$ cat src/hw/rtl/svl_pkg.sv
package svl_pkg;

  // Fixed-point constants
  localparam logic [30:0] TargetQ132  = 31'd1078036791;    // 0.251 in Q1.32
  localparam logic [46:0] DivDividend = {TargetQ132, 16'h0000};
  localparam logic [17:0] GainMax     = 18'd260833;        // 3.98 in Q3.16
  localparam logic [17:0] GainMin     = 18'd32768;         // 0.5 in Q3.16
  localparam logic [17:0] GainUnity   = 18'd65536;         // 1.0 in Q3.16
  localparam logic [4:0]  DivLastBit  = 5'd18;             // quotient bits 18..0

  // Configuration register indexes
  localparam logic [1:0] RegLevelerOn = 2'd0;
  localparam logic [1:0] RegIntensity = 2'd1;
  localparam logic [1:0] RegAttack    = 2'd2;
  localparam logic [1:0] RegRelease   = 2'd3;

  localparam int unsigned PcW = 4;

  // Datapath operations
  typedef enum logic [3:0] {
    OP_NOP,
    OP_ENV_MUL,
    OP_ENV_UPD,
    OP_DIV_INIT,
    OP_DIV_STEP,
    OP_CLAMP,
    OP_PULL_MUL,
    OP_PULL_ADD,
    OP_MUL_L,
    OP_MUL_R,
    OP_SAT_R,
    OP_PASS,
    OP_EMIT
  } op_e;

  // Jump conditions
  typedef enum logic [2:0] {
    JC_NEXT,      // fall through
    JC_WAIT_IN,   // hold until a word is taken
    JC_IF_OFF,    // go to target when leveling is off
    JC_LOOP,      // go to target while the divider has bits left
    JC_WAIT_OUT,  // hold while the output word is stalled, then go to target
    JC_GOTO       // go to target
  } jc_e;

  typedef struct packed {
    op_e            op;
    jc_e            jc;
    logic [PcW-1:0] target;
  } ucode_t;

  // Control from sequencer to datapath
  typedef struct packed {
    op_e  op;
    logic take;
  } ctrl_t;

  // Status from datapath to sequencer
  typedef struct packed {
    logic div_done;
  } stat_t;

  // Program store
  function automatic ucode_t svl_ucode(input logic [PcW-1:0] pc);
    ucode_t w;
    case (pc)
      4'd0:    w = '{OP_NOP,      JC_WAIT_IN,  4'd0};
      4'd1:    w = '{OP_NOP,      JC_IF_OFF,   4'd13};
      4'd2:    w = '{OP_ENV_MUL,  JC_NEXT,     4'd0};
      4'd3:    w = '{OP_ENV_UPD,  JC_NEXT,     4'd0};
      4'd4:    w = '{OP_DIV_INIT, JC_NEXT,     4'd0};
      4'd5:    w = '{OP_DIV_STEP, JC_LOOP,     4'd5};
      4'd6:    w = '{OP_CLAMP,    JC_NEXT,     4'd0};
      4'd7:    w = '{OP_PULL_MUL, JC_NEXT,     4'd0};
      4'd8:    w = '{OP_PULL_ADD, JC_NEXT,     4'd0};
      4'd9:    w = '{OP_MUL_L,    JC_NEXT,     4'd0};
      4'd10:   w = '{OP_MUL_R,    JC_NEXT,     4'd0};
      4'd11:   w = '{OP_SAT_R,    JC_NEXT,     4'd0};
      4'd12:   w = '{OP_EMIT,     JC_WAIT_OUT, 4'd0};
      4'd13:   w = '{OP_PASS,     JC_GOTO,     4'd12};
      default: w = '{OP_NOP,      JC_GOTO,     4'd0};
    endcase
    return w;
  endfunction

endpackage

$ cat src/hw/rtl/svl_datapath.sv
module svl_datapath (
  input  logic                clk_i,
  input  logic                rst_ni,
  input  svl_pkg::ctrl_t      ctrl_i,
  input  logic signed [23:0]  left_in_i,
  input  logic signed [23:0]  right_in_i,
  input  logic [15:0]         intensity_i,
  input  logic [31:0]         attack_coef_i,
  input  logic [31:0]         release_coef_i,
  output svl_pkg::stat_t      stat_o,
  output logic signed [23:0]  left_res_o,
  output logic signed [23:0]  right_res_o
);
  import svl_pkg::*;

  // Saturate a magnitude with sign to a 24-bit sample
  function automatic logic [23:0] sat24(input logic neg, input logic [25:0] mag);
    logic [23:0] r;
    if (!neg) begin
      r = (mag > 26'd8388607) ? 24'h7FFFFF : mag[23:0];
    end else begin
      r = (mag > 26'd8388608) ? 24'h800000 : (~mag[23:0] + 24'd1);
    end
    return r;
  endfunction

  logic signed [23:0] l_q, r_q;
  logic [32:0] env_q;
  logic [64:0] prod_q;
  logic [46:0] rem_q;
  logic [50:0] dvs_q;
  logic [18:0] quo_q;
  logic [4:0]  cnt_q;
  logic        gneg_q;
  logic [17:0] gmag_q;
  logic [17:0] gain_q;
  logic [23:0] lres_q, rres_q;

  logic [23:0] abs_l, abs_r;
  logic [32:0] mono, diff, step, env_n;
  logic        up, div_ge;
  logic [32:0] mul_a;
  logic [31:0] mul_b;
  logic [64:0] mul_p;
  logic [17:0] g_clamp, pull;

  // Level and envelope direction
  assign abs_l = l_q[23] ? (~l_q + 24'd1) : l_q;
  assign abs_r = r_q[23] ? (~r_q + 24'd1) : r_q;
  assign mono  = {({1'b0, abs_l} + {1'b0, abs_r}), 8'h00};
  assign up    = mono > env_q;
  assign diff  = up ? (mono - env_q) : (env_q - mono);

  // Envelope step, floored at one least step
  assign step  = prod_q[64:32];
  always_comb begin
    env_n = up ? (env_q + step) : (env_q - step);
    if (env_n == 33'd0) env_n = 33'd1;
  end

  // Shared multiplier operand select
  always_comb begin
    mul_a = {9'h0, abs_l};
    mul_b = {14'h0, gain_q};
    unique case (ctrl_i.op)
      OP_ENV_MUL: begin
        mul_a = diff;
        mul_b = up ? attack_coef_i : release_coef_i;
      end
      OP_PULL_MUL: begin
        mul_a = {15'h0, gmag_q};
        mul_b = {16'h0, intensity_i};
      end
      OP_MUL_R: mul_a = {9'h0, abs_r};
      default: ;
    endcase
  end
  assign mul_p = mul_a * mul_b;

  // Divider compare and gain clamp
  assign div_ge = {4'h0, rem_q} >= dvs_q;

  always_comb begin
    if (quo_q[18] || (quo_q[17:0] > GainMax)) begin
      g_clamp = GainMax;
    end else if (quo_q[17:0] < GainMin) begin
      g_clamp = GainMin;
    end else begin
      g_clamp = quo_q[17:0];
    end
  end

  assign pull = prod_q[33:16];

  // Envelope state
  always_ff @(posedge clk_i or negedge rst_ni) begin
    if (!rst_ni) begin
      env_q <= '0;
    end else if (ctrl_i.op == OP_ENV_UPD) begin
      env_q <= env_n;
    end
  end

  // Working registers
  always_ff @(posedge clk_i) begin
    if (ctrl_i.take) begin
      l_q <= left_in_i;
      r_q <= right_in_i;
    end
    unique case (ctrl_i.op)
      OP_ENV_MUL, OP_PULL_MUL, OP_MUL_L: prod_q <= mul_p;
      OP_DIV_INIT: begin
        rem_q <= DivDividend;
        dvs_q <= {env_q, 18'h0};
        quo_q <= '0;
        cnt_q <= DivLastBit;
      end
      OP_DIV_STEP: begin
        if (div_ge) rem_q <= rem_q - dvs_q[46:0];
        quo_q <= {quo_q[17:0], div_ge};
        dvs_q <= {1'b0, dvs_q[50:1]};
        cnt_q <= cnt_q - 5'd1;
      end
      OP_CLAMP: begin
        gneg_q <= g_clamp < GainUnity;
        gmag_q <= (g_clamp < GainUnity) ? (GainUnity - g_clamp) : (g_clamp - GainUnity);
      end
      OP_PULL_ADD: gain_q <= gneg_q ? (GainUnity - pull) : (GainUnity + pull);
      OP_MUL_R: begin
        lres_q <= sat24(l_q[23], prod_q[41:16]);
        prod_q <= mul_p;
      end
      OP_SAT_R: rres_q <= sat24(r_q[23], prod_q[41:16]);
      OP_PASS: begin
        lres_q <= l_q;
        rres_q <= r_q;
      end
      default: ;
    endcase
  end

  assign stat_o.div_done = (cnt_q == 5'd0);
  assign left_res_o      = lres_q;
  assign right_res_o     = rres_q;

endmodule

$ cat src/hw/rtl/stereo_volume_leveler.sv
// Stereo volume leveler, microcoded: a 14-step program drives one shared datapath.
// Leveling on: the gain comes from the 19-step restoring divider; one word is in flight
// at a time, so a new word is taken only after the last one is emitted.
// Leveling off: the input word is passed through unchanged, also one word at a time.
// A finished word waits in the output register. Reset is asynchronous, active low:
// envelope, program step and output valid cleared, configuration registers to defaults.
module stereo_volume_leveler (
  input  logic        clk_i,
  input  logic        rst_ni,
  input  logic        s_axis_tvalid,
  output logic        s_axis_tready,
  input  logic [47:0] s_axis_tdata,   // left_in [23:0], right_in [47:24]
  output logic        m_axis_tvalid,
  input  logic        m_axis_tready,
  output logic [47:0] m_axis_tdata,   // left_out [23:0], right_out [47:24]
  input  logic        cfg_we_i,
  input  logic [1:0]  cfg_idx_i,
  input  logic [31:0] cfg_data_i
);
  import svl_pkg::*;

  logic            on_q;
  logic [15:0]     intensity_q;
  logic [31:0]     attack_q, release_q;
  logic [PcW-1:0]  pc_q, pc_d;
  logic            out_valid_q;
  logic [47:0]     out_data_q;
  ucode_t          uw;
  ctrl_t           ctrl;
  stat_t           stat;
  logic            take, out_busy, emit;
  logic signed [23:0] lres, rres;

  // Configuration registers
  always_ff @(posedge clk_i or negedge rst_ni) begin
    if (!rst_ni) begin
      on_q        <= 1'b1;
      intensity_q <= 16'd32768;
      attack_q    <= 32'd596482;
      release_q   <= 32'd111847;
    end else if (cfg_we_i) begin
      unique case (cfg_idx_i)
        RegLevelerOn: on_q        <= cfg_data_i[0];
        RegIntensity: intensity_q <= cfg_data_i[15:0];
        RegAttack:    attack_q    <= cfg_data_i;
        RegRelease:   release_q   <= cfg_data_i;
      endcase
    end
  end

  // Fetch the control word and handshake
  assign uw            = svl_ucode(pc_q);
  assign s_axis_tready = (uw.jc == JC_WAIT_IN);
  assign take          = s_axis_tvalid && s_axis_tready;
  assign out_busy      = out_valid_q && !m_axis_tready;
  assign emit          = (uw.op == OP_EMIT) && !out_busy;
  assign ctrl.op       = uw.op;
  assign ctrl.take     = take;

  // Next step
  always_comb begin
    pc_d = pc_q + 4'd1;
    unique case (uw.jc)
      JC_NEXT:     pc_d = pc_q + 4'd1;
      JC_WAIT_IN:  if (!take) pc_d = pc_q;
      JC_IF_OFF:   if (!on_q) pc_d = uw.target;
      JC_LOOP:     if (!stat.div_done) pc_d = uw.target;
      JC_WAIT_OUT: pc_d = out_busy ? pc_q : uw.target;
      JC_GOTO:     pc_d = uw.target;
      default:     pc_d = '0;
    endcase
  end

  always_ff @(posedge clk_i or negedge rst_ni) begin
    if (!rst_ni) begin
      pc_q <= '0;
    end else begin
      pc_q <= pc_d;
    end
  end

  // Output register
  always_ff @(posedge clk_i or negedge rst_ni) begin
    if (!rst_ni) begin
      out_valid_q <= 1'b0;
    end else if (emit) begin
      out_valid_q <= 1'b1;
    end else if (m_axis_tready) begin
      out_valid_q <= 1'b0;
    end
  end

  always_ff @(posedge clk_i) begin
    if (emit) out_data_q <= {rres, lres};
  end

  assign m_axis_tvalid = out_valid_q;
  assign m_axis_tdata  = out_data_q;

  svl_datapath u_datapath (
    .clk_i          (clk_i),
    .rst_ni         (rst_ni),
    .ctrl_i         (ctrl),
    .left_in_i      (s_axis_tdata[23:0]),
    .right_in_i     (s_axis_tdata[47:24]),
    .intensity_i    (intensity_q),
    .attack_coef_i  (attack_q),
    .release_coef_i (release_q),
    .stat_o         (stat),
    .left_res_o     (lres),
    .right_res_o    (rres)
  );

endmodule
$ cat config.mk
export PLATFORM = sky130hd
export DESIGN_NAME = stereo_volume_leveler
export DESIGN_NICKNAME = d
export VERILOG_FILES = /design/src/hw/rtl/svl_pkg.sv /design/src/hw/rtl/svl_datapath.sv /design/src/hw/rtl/stereo_volume_leveler.sv
export SDC_FILE = /design/constraint.sdc
export NUM_CORES = 2
export LEC_CHECK = 0
export ABC_CLOCK_PERIOD_IN_PS = 23600
export BUFFER_PORTS_ARGS = -buffer_cell sky130_fd_sc_hd__buf_2
export CAP_MARGIN = 30
export CORE_ASPECT_RATIO = 1.4
export CORE_MARGIN = 2
export CORE_UTILIZATION = 45
export DETAILED_ROUTE_END_ITERATION = 6
export GPL_ROUTABILITY_DRIVEN = 0
export HOLD_SLACK_MARGIN = 0.03
export PLACE_DENSITY = 0.59
export SLEW_MARGIN = 20
export SYNTH_ARGS = -nofsm -noshare
export SYNTH_HDL_FRONTEND = slang
export SYNTH_SLANG_ARGS = --single-unit
$ cat constraint.sdc
create_clock -name clk_i -period 23.6 [get_ports clk_i]
set_clock_uncertainty 0.1 [all_clocks]
set_input_delay 3.54 -clock clk_i [delete_from_list [all_inputs] [get_ports clk_i]]
set_output_delay 3.54 -clock clk_i [all_outputs]
set_load 0.01 [all_outputs]
# Yosys cells after proc, flatten, opt, wreduce, memory -nomap -nowiden
# Memory sizes are Yosys's and may differ from the RTL's.
# Cells that the tools add are included.
[word_totals]
reg_bits = 487
mem_bits_ro = 160
inputBits = 87
out_inout_bits = 50
memories = 1
[mem_list]
columns = ["name", "words", "width", "rd", "rd_ports_with_merged_regs", "write_ports", "line", "rtl"]
rows = [
  ["(name not given)", 16, 10, 1, 0, 0, "svl_pkg.sv:66", "case (pc)"],
]
[classes]
add_sub_neg = 15
mul = 1
n_lt_le_gt_ge = 7
n_eq_ne = 23
n_mux = 30
n_bitwise = 3
n_reduce_logical = 21
[op_table]
columns = ["op", "count"]
rows = [
  ["2-to-1 mux 24 bit", 6],
  ["one-hot mux 51 bit (2 select lines)", 1],
  ["2-to-1 mux 33 bit", 3],
  ["one-hot mux 33 bit (3 select lines)", 1],
  ["subtractor 33 bit", 3],
  ["one-hot mux 24 bit (2 select lines)", 2],
  ["one-hot mux 47 bit (2 select lines)", 1],
  ["adder 24 x 1 -> 24 bit (second input constant)", 3],
  ["2-to-1 mux 18 bit", 4],
  ["inverter 24 bit", 3],
  ["multiplier 33 x 32 -> 65 bit", 1],
  ["one-hot mux 32 bit (2 select lines)", 1],
  ["greater-or-equal comparator 47 x 51 -> 1 bit", 1],
  ["2-to-1 mux 47 bit", 1],
  ["subtractor 47 bit", 1],
  ["one-hot mux 19 bit (2 select lines)", 1],
  ["subtractor 17 x 18 -> 18 bit (first input constant)", 2],
  ["adder 33 bit", 1],
  ["greater-than comparator 33 bit", 1],
  ["zero test 33 bit", 1],
  ["2-to-1 mux 32 bit", 1],
  ["greater-than comparator 26 x 23 -> 1 bit (second input constant)", 1],
  ["greater-than comparator 26 x 24 -> 1 bit (second input constant)", 1],
  ["adder 24 x 24 -> 25 bit", 1],
  ["other kinds (31)", 58],
]

# Logic depth before layout (Yosys ltp)
[depth]
word_depth = 8
depth_mapped = 64
depth_no_buf = 60

# Modules after synthesis
# From an unflattened synthesis, not the netlist that was laid out.
[hier_totals]
cells_unflattened = 6874
hier_area_um2 = 62811.5
[modules_own_cells]
columns = ["mod", "n_inst", "cells_each", "area_per_inst_um2", "seq_area_each_um2"]
rows = [
  ["svl_datapath", 1, 6572, 57672.8, 9954.5],
  ["stereo_volume_leveler", 1, 302, 5138.7, 3617.2],
]

# Least setup slack after synthesis
# OpenSTA, ideal clock, no wires.
[synth_path]
kind = "reg-to-reg"
from = "reg u_datapath.r_q[0]"
to = "reg u_datapath.prod_q[56] (data pin)"
setup_time_ns = 0.265
t_arrival_ns = 14.548
required_ns = 23.235
path_slack_ns = 8.687
stages_incl_launch_ff = 57
period_less_slack_ns = 14.913
cell_sequence = "edfxtp_1 or3_1 or4_1 or4_1 or4_1 o31ai_1 xnor2_1 ha_1 or3_1 a211oi_1 nor4_1 a2111oi_0 o2bb2ai_1 xnor2_1 ha_1 and3_1 and4_1 o311a_1 (+21 left out) inv_1 fa_1 inv_1 fa_1 inv_1 ha_1 a21o_1 a21o_1 a21o_1 a21o_1 a21oi_1 o21bai_1 nor3_1 a21boi_1 a211oi_1 o41a_1 o21ai_0 xor2_1"
[synth_via]
elab_chain_len = 8
[synth_lines]
columns = ["element", "line", "rtl"]
rows = [
  ["start: declaration", "svl_datapath.sv:27", "logic signed [23:0] l_q, r_q;"],
  ["start signal: assignment", "svl_datapath.sv:108", "r_q <= right_in_i;"],
  ["inverter 24 bit", "svl_datapath.sv:49", "assign abs_r = r_q[23] ? (~r_q + 24'd1) : r_q;"],
  ["adder 24 x 1 -> 24 bit", "svl_datapath.sv:49", ""],
  ["2-to-1 mux 24 bit *", "svl_datapath.sv:49", ""],
  ["adder 24 x 24 -> 25 bit", "svl_datapath.sv:50", "assign mono = {({1'b0, abs_l} + {1'b0, abs_r}), 8'h00};"],
  ["subtractor 33 bit / greater-than comparator 33 bit (equally long branches)", "svl_datapath.sv:52, svl_datapath.sv:51", ""],
  ["2-to-1 mux 33 bit / 2-to-1 mux 32 bit (equally long branches)", "svl_datapath.sv:52, svl_datapath.sv:68", ""],
  ["one-hot mux 33 bit (3 select lines) / one-hot mux 32 bit (2 select lines) (equally long branches)", "svl_datapath.sv:65", "unique case (ctrl_i.op)"],
  ["multiplier 33 x 32 -> 65 bit *", "svl_datapath.sv:78", "assign mul_p = mul_a * mul_b;"],
  ["named net u_datapath.mul_p[56]", "svl_datapath.sv:44", "logic [64:0] mul_p;"],
  ["end signal: assignment", "svl_datapath.sv:111", "OP_ENV_MUL, OP_PULL_MUL, OP_MUL_L: prod_q <= mul_p;"],
  ["end signal: assignment", "svl_datapath.sv:131", "prod_q <= mul_p;"],
  ["end: declaration", "svl_datapath.sv:29", "logic [64:0] prod_q;"],
]
# The timed path passes the listed nets; every way through them passes the cells marked *.
# A chain may end at the register's enable or synchronous reset.

# Worst setup path after layout
[layout_path]
from = "reg u_datapath.r_q[23]"
to = "reg u_datapath.prod_q[63] (data pin)"
# The elaborated chain is that of the path after synthesis.

==> flow_metrics.py <==
metrics = {
    "yosys": {
        "synth_area_mm2": 0.06278,
        "synth_ff_type": "edfxtp_1",
        "synth_enable_flop_cells": 352,
        "synth-simple-area-share_pct": 15.00,
        "synth_top_cell_area_share_pct": 29.66,
        "syn-num-nets": 8318,
        "ys_ff_latch": 471,
        "yosysTopAreaCell": "fa_1",
        "synthAdderAreaFrac_pct": 38.09,
        "synth_compound_area_share_pct": 10.64,
        "yosysWarningCount": 0,
        "async_reset_ff_share_pct": 25.27,
        "yosysSeqAreaShare_pct": 21.62,
        "synthCells": 6878,
        "synth_xor_area_share_pct": 3.516,
        "yosysUniqueCellTypes": 89,
        "synth_top_family_by_area": "adder cells",
        "synth.avg_cell_area_um2": 9.128,
        "synthMuxAreaShare_pct": 2.298,
        "yosys-top-cells-area": "fa_1, edfxtp_1, ha_1",
    },
    "detailed_routing": {
        "wl_per_cell_um": 26.65,
        "ant_nets": 0,
        "drc": 0,
        "drt_first_pass_iters": 6,
        "vias_per_cell": 5.886,
        "drt-total-wl_mm": 232.8,
        "via_count": 51414,
        "initialDrtViolationCount": 4518,
    },
    "run": {
        "drv_cap": 0,
    },
    "final_layout": {
        "fillCellCount": 13123,
        "drive_above_1_share_pct": 8.481,
        "seq_area_mm2": 0.01357,
        "final_nets": 8319,
        "multi_input_area_mm2": 0.04410,
        "final_util_pct": 48.77,
        "area_growth_pct": 7.858,
    },
    "floorplanning": {
        "initial_utilization_pct": 45.22,
        "coreArea_mm2": 0.1388,
        "dieArea_mm2": 0.1426,
        "ios": 137,
        "die_y_um": 445.9,
        "die_w_um": 319.7,
        "row_count": 162,
    },
    "sta": {
        "rsz0062_at_grt": "false",
        "fin_crit_sh_pct": 76.73,
        "hold_viol": 0,
        "tns_ns": 0,
        "period_minus_slack_ns": 18.11,
        "maxSlewViolCount": 0,
        "slew_headroom_pct": 27.39,
        "tightest_slew_ns": 1.080,
        "max_freq_ghz": 0.05523,
        "setup_viol": 0,
        "fin_ws_ns": 5.493,
    },
    "placed_design": {
        "io_buffers": 136,
        "dp_slack_ns": 5.964,
        "dp_hpwl_mm": 179.9,
    },
    "critical_path": {
        "r2r_cells": 50,
        "setup.worst_path.end_class": "flip-flop",
        "r2r_start": "u_datapath.r_q[23]$_DFFE_PP_",
        "cp_common_cell": "fa_1",
        "cp.arrival_ns": 18.43,
        "worstSetupStartpointType": "flip-flop",
        "startpoint": "u_datapath.r_q[23]$_DFFE_PP_",
        "critical_path_class": "reg2reg",
        "cp_slowest_cell": "nor2_1",
        "cpPeakStageDelay_ns": 0.78,
        "crit_required_ns": 23.92,
        "cp_max_fo": 62,
    },
    "clock_network": {
        "htreeDepth": 2,
        "clkSinkCount": 471,
        "clockBufferDepth": 3,
        "root_buffer": "clkbuf_16",
        "post_cts_resized": 0,
        "cts_buffers": 51,
        "cts_tree": "built",
        "clk_pin_slew_ns": 0.07,
        "clock_latency_ns": 0.67,
        "postCtsHoldBufs": 0,
        "post_cts_buffers": 0,
    },
    "hold_path": {
        "holdCritPathClass": "reg2reg",
        "hold_depth": 0,
        "hold_start": "u_datapath.right_res_o[5]$_DFFE_PP_",
    },
    "status": {
        "status": "completed",
    },
    "global_routing": {
        "antenna_found_initial": 20,
        "grt.overflow.total": 0,
        "grt_pass1_vias": 53020,
        "grt_pass1_wl_mm": 341.8,
        "grt_max_degree": 83,
        "track_usage_pct": 32.80,
    },
}
## cell families after synthesis
logic type | after synthesis
buf+inv | 1472
xor+xnor | 252
compound gates | 1035
flops | 471
mux | 132
fa+ha+maj | 1353
simple gates | 2163
## flip-flops by register name, summed over array words and instances, names as in the netlist, 5 cells and up
name                    cells
u_datapath.right_res_o     24
attack_q                   32
u_datapath.cnt_q            5
intensity_q                16
u_datapath.gain_q          18
release_q                  32
u_datapath.gmag_q          18
m_axis_tdata               48
u_datapath.prod_q          49
u_datapath.l_q             24
u_datapath.r_q             24
u_datapath.env_q           33
u_datapath.rem_q           47
u_datapath.quo_q           19
u_datapath.dvs_q           51
u_datapath.left_res_o      24
## metrics by stage
step | cells | hold slack (ns) | instance area [um^2]
finish | 8735 | 0.3141 | 67710
global route | 8727 | 0.3175 | 67690
CTS | 8718 | 0.3145 | 67580
detailed placement | 8623 | 0.3045 | 65920
global placement | 8617 | 0.3003 | 65860
floorplan | 6878 | 0.3003 | 62780
## routing by layer
metal	part of all wire [%]	track usage (%)	wire length (um)	up-vias
met4	10	27.12	24070	14
met1	35	37.15	81210	25641
met3	9.1	7.363	21160	900
met5	0.039	0	91	-
li1	-	-	-	22166
met2	46	53.05	106200	2693
## final cells by class
cell class,count,area share (%)
multi-input combinational,4935,65.13
sequential,471,20.04
inverter,1140,6.319
tap,1804,3.333
timing repair buffer,280,2.689
clock buffer,61,1.992
clock inverter,34,0.4601
antenna,10,0.03696
## cell usage in the layout, fill, tap and decap left out, drive strengths merged, types with 100 or more instances in the layout
cell	instances
a21o	118
a21oi	299
buf	279
dfrtp	100
edfxtp	352
fa	930
ha	423
inv	1142
nand2	876
nor2	724
o21ai	230
xnor2	161
## final timing paths
| path | end | slack, ns |
|---|---|---|
| max in group asynchronous | on_q$_DFFE_PN1P_ | 19.36 |
| min in group asynchronous | release_q[26]$_DFFE_PN0P_ | 2.75 |
| worst min-delay path | m_axis_tdata[29]$_DFFE_PP_ | 0.31 |
| worst min register to register | m_axis_tdata[29]$_DFFE_PP_ | 0.31 |
| worst max-delay path | u_datapath.prod_q[63]$_DFFE_PP_ | 5.49 |
| worst max register to register | u_datapath.prod_q[63]$_DFFE_PP_ | 5.49 |
## cell usage after synthesis, drive strengths merged (17+ instances only)
master and number:
a211oi 42, a21o 118, a21oi 299, a31oi 28, and2 60, and3 60
buf 33, clkbuf 299, dfrtp 100, dfstp 19, edfxtp 352, fa 930
ha 423, inv 1139, mux2 97, mux2i 35, nand2 876, nand2b 57
nand3 79, nand4 41, nor2 724, nor2b 32, nor3 96, nor4 17
o211ai 18, o21a 34, o21ai 230, o21bai 32, o22ai 17, o31ai 37
or2 23, or3 55, xnor2 161, xor2 91
## worst max-delay path, delay by kind of cell (launching register included)
kind | cells | cell delay, ns
AND/OR/NAND/NOR | 9 | 3.00
flip-flops | 1 | 0.32
buffers and inverters | 2 | 1.12
adder cells (fa/ha/maj) | 11 | 5.12
XOR/XNOR | 2 | 0.28
AO/OA/AOI/OAI | 24 | 6.99
multiplexers | 2 | 0.77
Power is not shown: default switching activity piles up to over one toggle a cycle in this logic, so the estimate is an artifact.
